$ cat src/rtl/core/kse_pkg.sv
// Shared types, constants and helper functions for the Kronecker product entry core.
// No dependencies; every other file in rtl/core except kse_ram refers to this package by scoped names.
package kse_pkg;

  localparam int SIZE_W    = 5;
  localparam int POS_W     = 8;
  localparam int VALUE_W   = 32;
  localparam int PRODUCT_W = 64;
  localparam int QHALF_W   = 4;
  localparam int ADDR_CALC_W = 17;
  localparam int CFG_IDX_W = 2;

  localparam logic [SIZE_W-1:0] SIZE_RESET = 5'd16;

  typedef enum logic [1:0] {
    REQ_LOAD_A = 2'd0,
    REQ_LOAD_B = 2'd1,
    REQ_QUERY  = 2'd2,
    REQ_NONE   = 2'd3
  } kse_req_t;

  typedef enum logic [CFG_IDX_W-1:0] {
    CFG_ROWS_A = 2'd0,
    CFG_COLS_A = 2'd1,
    CFG_ROWS_B = 2'd2,
    CFG_COLS_B = 2'd3
  } kse_cfg_idx_t;

  typedef struct packed {
    kse_req_t             kind;
    logic [POS_W-1:0]     row;
    logic [POS_W-1:0]     col;
    logic [VALUE_W-1:0]   value;
  } kse_item_t;

  typedef struct packed {
    logic [POS_W-1:0]  ia;
    logic [POS_W-1:0]  ja;
    logic [SIZE_W-1:0] ib;
    logic [SIZE_W-1:0] jb;
  } kse_split_t;

  typedef struct packed {
    logic [QHALF_W-1:0] q;
    logic [SIZE_W-1:0]  rem;
  } kse_div_t;

  function automatic logic [SIZE_W-1:0] clamp_size(input logic [SIZE_W-1:0] v,
                                                   input int max_v);
    logic [SIZE_W-1:0] res;
    if (v == '0) begin
      res = SIZE_W'(1);
    end else if (int'(v) > max_v) begin
      res = SIZE_W'(max_v);
    end else begin
      res = v;
    end
    return res;
  endfunction

  // Restoring division, four quotient bits per call.
  function automatic kse_div_t div_step4(input logic [SIZE_W-1:0]  rem_in,
                                         input logic [QHALF_W-1:0] bits,
                                         input logic [SIZE_W-1:0]  d);
    kse_div_t          res;
    logic [SIZE_W:0]   t;
    res.rem = rem_in;
    res.q   = '0;
    for (int i = QHALF_W - 1; i >= 0; i--) begin
      t = {res.rem, bits[i]};
      if (t >= {1'b0, d}) begin
        res.rem = SIZE_W'(t - {1'b0, d});
        res.q[i] = 1'b1;
      end else begin
        res.rem = t[SIZE_W-1:0];
      end
    end
    return res;
  endfunction

endpackage

$ cat src/rtl/core/kse_index_split.sv
// Two-stage pipelined divider: splits product row and column into A and B indices.
// Depends on kse_pkg (item and split types, div_step4).
module kse_index_split (
  input  logic                      clk,
  input  logic                      rst_n,
  input  logic                      in_valid,
  output logic                      in_ready,
  input  kse_pkg::kse_item_t        in_item,
  input  logic [kse_pkg::SIZE_W-1:0] div_rows,
  input  logic [kse_pkg::SIZE_W-1:0] div_cols,
  output logic                      out_valid,
  input  logic                      out_ready,
  output kse_pkg::kse_item_t        out_item,
  output kse_pkg::kse_split_t       out_idx
);

  logic                        v1_r, v1_nxt;
  logic                        v2_r, v2_nxt;
  logic                        en1, en2;
  kse_pkg::kse_item_t          item1_r, item2_r;
  logic [kse_pkg::SIZE_W-1:0]  rrem1_r, crem1_r;
  logic [kse_pkg::QHALF_W-1:0] rq1_r, cq1_r;
  kse_pkg::kse_split_t         idx2_r;
  kse_pkg::kse_div_t           dr1, dc1, dr2, dc2;

  assign en2      = !v2_r || out_ready;
  assign en1      = !v1_r || en2;
  assign in_ready = en1;

  assign dr1 = kse_pkg::div_step4('0,
    in_item.row[kse_pkg::POS_W-1:kse_pkg::QHALF_W], div_rows);
  assign dc1 = kse_pkg::div_step4('0,
    in_item.col[kse_pkg::POS_W-1:kse_pkg::QHALF_W], div_cols);
  assign dr2 = kse_pkg::div_step4(rrem1_r, item1_r.row[kse_pkg::QHALF_W-1:0], div_rows);
  assign dc2 = kse_pkg::div_step4(crem1_r, item1_r.col[kse_pkg::QHALF_W-1:0], div_cols);

  always_comb begin
    v1_nxt = v1_r;
    v2_nxt = v2_r;
    if (en1) begin
      v1_nxt = in_valid;
    end
    if (en2) begin
      v2_nxt = v1_r;
    end
  end

  always_ff @(posedge clk) begin
    if (!rst_n) begin
      v1_r <= 1'b0;
      v2_r <= 1'b0;
    end else begin
      v1_r <= v1_nxt;
      v2_r <= v2_nxt;
    end
  end

  always_ff @(posedge clk) begin
    if (en1) begin
      item1_r <= in_item;
      rrem1_r <= dr1.rem;
      crem1_r <= dc1.rem;
      rq1_r   <= dr1.q;
      cq1_r   <= dc1.q;
    end
    if (en2) begin
      item2_r   <= item1_r;
      idx2_r.ia <= {rq1_r, dr2.q};
      idx2_r.ja <= {cq1_r, dc2.q};
      idx2_r.ib <= dr2.rem;
      idx2_r.jb <= dc2.rem;
    end
  end

  assign out_valid = v2_r;
  assign out_item  = item2_r;
  assign out_idx   = idx2_r;

endmodule

$ cat config.mk
export PLATFORM = sky130hd
export DESIGN_NAME = kse_index_split
export DESIGN_NICKNAME = d
export VERILOG_FILES = /design/src/rtl/core/kse_pkg.sv /design/src/rtl/core/kse_index_split.sv
export SDC_FILE = /design/constraint.sdc
export NUM_CORES = 1
export LEC_CHECK = 0
export CAP_MARGIN = 25
export CORE_MARGIN = 2
export CORE_UTILIZATION = 55
export DETAILED_ROUTE_END_ITERATION = 10
export DONT_BUFFER_PORTS = 1
export PLACE_DENSITY_LB_ADDON = 0.12
export SYNTH_ARGS = -nofsm -noshare
export SYNTH_HDL_FRONTEND = slang
export SYNTH_SLANG_ARGS = --single-unit
export TNS_END_PERCENT = 5
$ cat constraint.sdc
create_clock -name clk -period 21.9 [get_ports clk]
set_clock_uncertainty 0.05 [all_clocks]
set_input_delay 1.095 -clock clk [delete_from_list [all_inputs] [get_ports clk]]
set_output_delay 1.095 -clock clk [all_outputs]
set_load 0.02 [all_outputs]
# == Word-level counts from Yosys, hierarchy flattened ==
# Index checks and enable logic that the tools add are counted.
# word_totals
ff_bits,146
in_bits,64
output_inout_bits,78
word_cells,86
# classes
add_sub_neg,16
order_cmp,16
mux,32
n_reduce_logical,4
# op_table
operator,n
>= comparator 6 x 5 -> 1 bit,14
two-way mux 5 bit,16
subtractor 5 bit,14
two-way mux 1 bit,16
>= comparator 1 x 5 -> 1 bit,2
subtractor 1 x 5 -> 5 bit,2
logical NOT 1 bit,2
logical OR 1 bit,2

# == Logic depth before layout (Yosys ltp) ==
# logic_depth
depth_word,8
depth_mapped,33
depth_no_buf,32

# == Worst setup path after synthesis ==
# No wires, ideal clock.
# synth_path
kind,input port to flip-flop
from,input port div_cols[1] (netlist bit)
to,"register idx2_r, in the netlist out_idx[1], data pin"
setup_time_ns,0.261
arrival_time_ns,7.487
t_required_ns,21.589
setup_slack_ns,14.102
stages,29
n_path_buf,0
cell_sequence,inv_1 fa_1 a211oi_1 o21a_2 inv_2 o21ai_0 inv_1 ha_1 and4_1 o21a_1 a2111oi_4 mux2_2 inv_1 ha_1 a41o_1 o22ai_1 o211ai_1 mux2i_2 clkinv_4 nor2_1 a21oi_1 fa_1 a21o_1 a21oi_1 a21oi_1 inv_1 o31a_2 o211ai_2 a221o_2
# synth_rtl
item,line,source
"start, declared",kse_index_split.sv:10,"input logic [kse_pkg::SIZE_W-1:0] div_cols,"
"end, declared",kse_index_split.sv:23,kse_pkg::kse_split_t idx2_r;

==> impl_results.md <==
- Final total negative setup slack: 0 ns
- Synth-to-Final Area Change: 10.6%
- ANT nets after route: 0
- Slowest cell on the critical path: sky130_fd_sc_hd__a2111oi_4
- EDFF count, synth: 144
- Delay of the slowest cell on the worst path: ~0.62 ns
- Ys Warns: 0
- First-pass GRT wire length: about 27 mm
- Worst relative slew slack: 44.6%
- Routed length per placed instance: between 20 and 25 um
- Routed WL: ~17 mm
- Placeable Area: 14,400 sq um
- Largest net degree at the start of global routing: 54
- Setup repair after global routing missed its margin: no
- Run status: finished, final reports clean
- CTS-repair resized insts: 0
- Buffer levels on the longest clock path: 2
- Top cell family by delay on the critical path: compound AO/OA/AOI/OAI gates
- Top area cells in the synthesized netlist: sky130_fd_sc_hd__edfxtp_1, sky130_fd_sc_hd__ha_1, sky130_fd_sc_hd__fa_1
- Port bufs: 0
- Width of the die: 125 um
- Final Net Count: 779
- Critical path fanouts, max: 11
- Number of nets in the synthesized netlist: 759
- Quantity of hold-fixing buffers added after cts: 0
- Fin cells: 825
- Cell count after placement: 792
- Post-route DRC: 0
- Routed via count: a little under 5k
- Share of synthesized area occupied by flip-flops and latches: between 50% and 60%
- Maximum level of the CTS H-tree: 4
- Ratio of cells with drive above 1 in the final layout: roughly 11%
- Transition time of the tightest slew-check pin: around 0.8 ns
- Standard-cell rows: between 40 and 50
- Upper clock frequency limit: 119 MHz
- Post-Synthesis Cell Area: approximately 8000 sq um
- Die Y-Extent: ~120 um
- Cell occurring most often along the worst timing path: sky130_fd_sc_hd__inv_1
- Clock slew seen by the registers of the worst setup and hold paths: around 0.060 ns
- Number of sinks on the clock net: approximately 150
- Post-layout utilization of the core: between 60% and 70%
- Maximum capacitance violations: 0
- Number of antenna violations at the first check in global routing: 1
- Buffer count from post-CTS setup fixing: 0
- Flip-flop and latch count after synthesis: approximately 150
- Category of the worst setup path capture point: flip-flop
- Worst path required time: approximately 22 ns
- Portion of synthesized cell area occupied by the leading cell type: 54.0%
- Number of vias per cell: between 5 and 6
- Final setup violating endpoints: 0
- Final HPWL DP: around 12 mm
- Vias in the first global route: between 5k and 6k
- Fraction of registers with async set/reset: 0%
- Worst-skew pair later-pin latency: between 0.4 and 0.5 ns
- Commonest cells in the synthesized netlist: sky130_fd_sc_hd__edfxtp_1, sky130_fd_sc_hd__ha_1, sky130_fd_sc_hd__inv_1
- Mean area per synthesized cell: 13.2 sq um
- Number of optimization iterations in the first detailed-route pass: 7
- Starting Density: 55.7%
- Overflow left after global routing: 0
- Critical path start-end classification: in -> reg
- Number of DRC markers after the initial detailed-route iteration: ~320
- Number of standard cells after synthesis: slightly above 600
- Cell accounting for the most synthesized area: sky130_fd_sc_hd__edfxtp_1
- Top_reg_cell synth: sky130_fd_sc_hd__edfxtp_1
- Data arrival time of the worst path: 8.55 ns
- Worst min-delay path class: reg -> reg
- Number of unique standard cell types used by synthesis: 58
- Buf+Inv Stages, Crit Path: 6
- Final period util: between 30% and 40%
- Max-slew violation total from the final report: 0
- Worst setup SP type: primary input
- Final critical delay including setup and external delays: 8.43 ns
- RD Place Congestion: 0.881
- Most instantiated library cell after synthesis: sky130_fd_sc_hd__edfxtp_1
- Root buf cell: sky130_fd_sc_hd__clkbuf_16
- Final Hold Vio Count: 0
- Total global-route track usage: between 20 and 25%
- Total CTS buffers: 17
- Die Footprint: 15,500 sq um
- TritonCTS clock tree: yes
- I/O pin total: between 100 and 150
[cell usage in the layout, fill, tap and decap left out, types with 2 or more instances in the layout]
| master | instances |
|---|---|
| sky130_fd_sc_hd__nand4_1 | 5 |
| sky130_fd_sc_hd__nor3_1 | 7 |
| sky130_fd_sc_hd__ha_1 | 74 |
| sky130_fd_sc_hd__and3_1 | 10 |
| sky130_fd_sc_hd__and4_1 | 3 |
| sky130_fd_sc_hd__and3b_1 | 3 |
| sky130_fd_sc_hd__fa_1 | 14 |
| sky130_fd_sc_hd__inv_8 | 6 |
| sky130_fd_sc_hd__a21oi_1 | 35 |
| sky130_fd_sc_hd__xnor2_1 | 27 |
| sky130_fd_sc_hd__dfxtp_1 | 2 |
| sky130_fd_sc_hd__nand2b_1 | 9 |
| sky130_fd_sc_hd__inv_1 | 62 |
| sky130_fd_sc_hd__o31a_1 | 4 |
| sky130_fd_sc_hd__mux2_2 | 20 |
| sky130_fd_sc_hd__xor2_1 | 10 |
| sky130_fd_sc_hd__o211ai_1 | 4 |
| sky130_fd_sc_hd__nor2b_1 | 8 |
| sky130_fd_sc_hd__a21boi_0 | 4 |
| sky130_fd_sc_hd__a221o_1 | 3 |
| sky130_fd_sc_hd__a31o_2 | 3 |
| sky130_fd_sc_hd__a41oi_1 | 2 |
| sky130_fd_sc_hd__clkinv_2 | 2 |
| sky130_fd_sc_hd__o21a_1 | 6 |
| sky130_fd_sc_hd__buf_4 | 2 |
| sky130_fd_sc_hd__nand3_1 | 4 |
| sky130_fd_sc_hd__nor3b_1 | 2 |
| sky130_fd_sc_hd__edfxtp_1 | 144 |
| sky130_fd_sc_hd__nand3b_1 | 2 |
| sky130_fd_sc_hd__clkinv_4 | 5 |
| sky130_fd_sc_hd__a211oi_1 | 7 |
| sky130_fd_sc_hd__mux2i_1 | 19 |
| sky130_fd_sc_hd__nor4_1 | 4 |
| sky130_fd_sc_hd__nand2_1 | 22 |
| sky130_fd_sc_hd__o21ai_0 | 17 |
| sky130_fd_sc_hd__and2_1 | 6 |
| sky130_fd_sc_hd__a21o_1 | 18 |
| sky130_fd_sc_hd__nor2_1 | 21 |
| sky130_fd_sc_hd__clkbuf_16 | 17 |
[metrics by stage]
stage	instance area (sq um)	hold slack, ns	worst slack (ns)
3_5_place_dp	8250	0.355	13.10
5_1_grt	8850	0.372	12.86
2_1_floorplan	8000	0.350	14.10
3_3_place_gp	8250	0.351	13.31
6_report	8850	0.364	13.47
4_1_cts	8850	0.366	13.49
[path summary, 6_finish.rpt]
kind,from,to,slack [ns],cells past startpoint
worst min-delay path,item1_r[47],out_item[47],0.36,0
worst max register to register,item1_r[35],out_idx[1],13.80,31
worst max-delay path,div_cols[1],out_idx[1],13.47,29
worst min register to register,item1_r[47],out_item[47],0.36,0
[cells by family after synthesis]
family | share of synthesized area (%)
XOR/XNOR | 4.05
multiplexers | 5.36
adder cells (fa/ha/maj) | 15.1
flip-flops | 54.5
AO/OA/AOI/OAI | 10.1
AND/OR/NAND/NOR | 7.71
buffers and inverters | 3.16
[metal layers]
| layer | vias to the layer above | global-route usage, % | part of all wire, % |
|---|---|---|---|
| li1 | 2317 | - | - |
| met1 | 2377 | 28.8 | 44 |
| met2 | 170 | 35.6 | 48 |
| met3 | 27 | 7.13 | 6.7 |
| met4 | 0 | 7.80 | 1.8 |
| met5 | - | 0 | 0 |
[flip-flops by register name, summed over array words and instances, names as in the netlist]
| name | flops |
|---|---|
| item1_r | 50 |
| crem1_r | 5 |
| rq1_r | 4 |
| out_idx | 26 |
| out_item | 50 |
| out_valid | 1 |
| v1_r | 1 |
| rrem1_r | 5 |
| cq1_r | 4 |
[final cells by class]
cell class	count	area, sq um
antenna	1	2.50
clock buffer	17	425
clock inverter	15	170
fill	1086	5520
inverter	65	250
multi-input combinational	395	3390
sequential	146	4360
tap	184	230
timing repair buffer	2	15.0
Power is not shown: default switching activity piles up to over one toggle a cycle in this logic, so the estimate is an artifact.
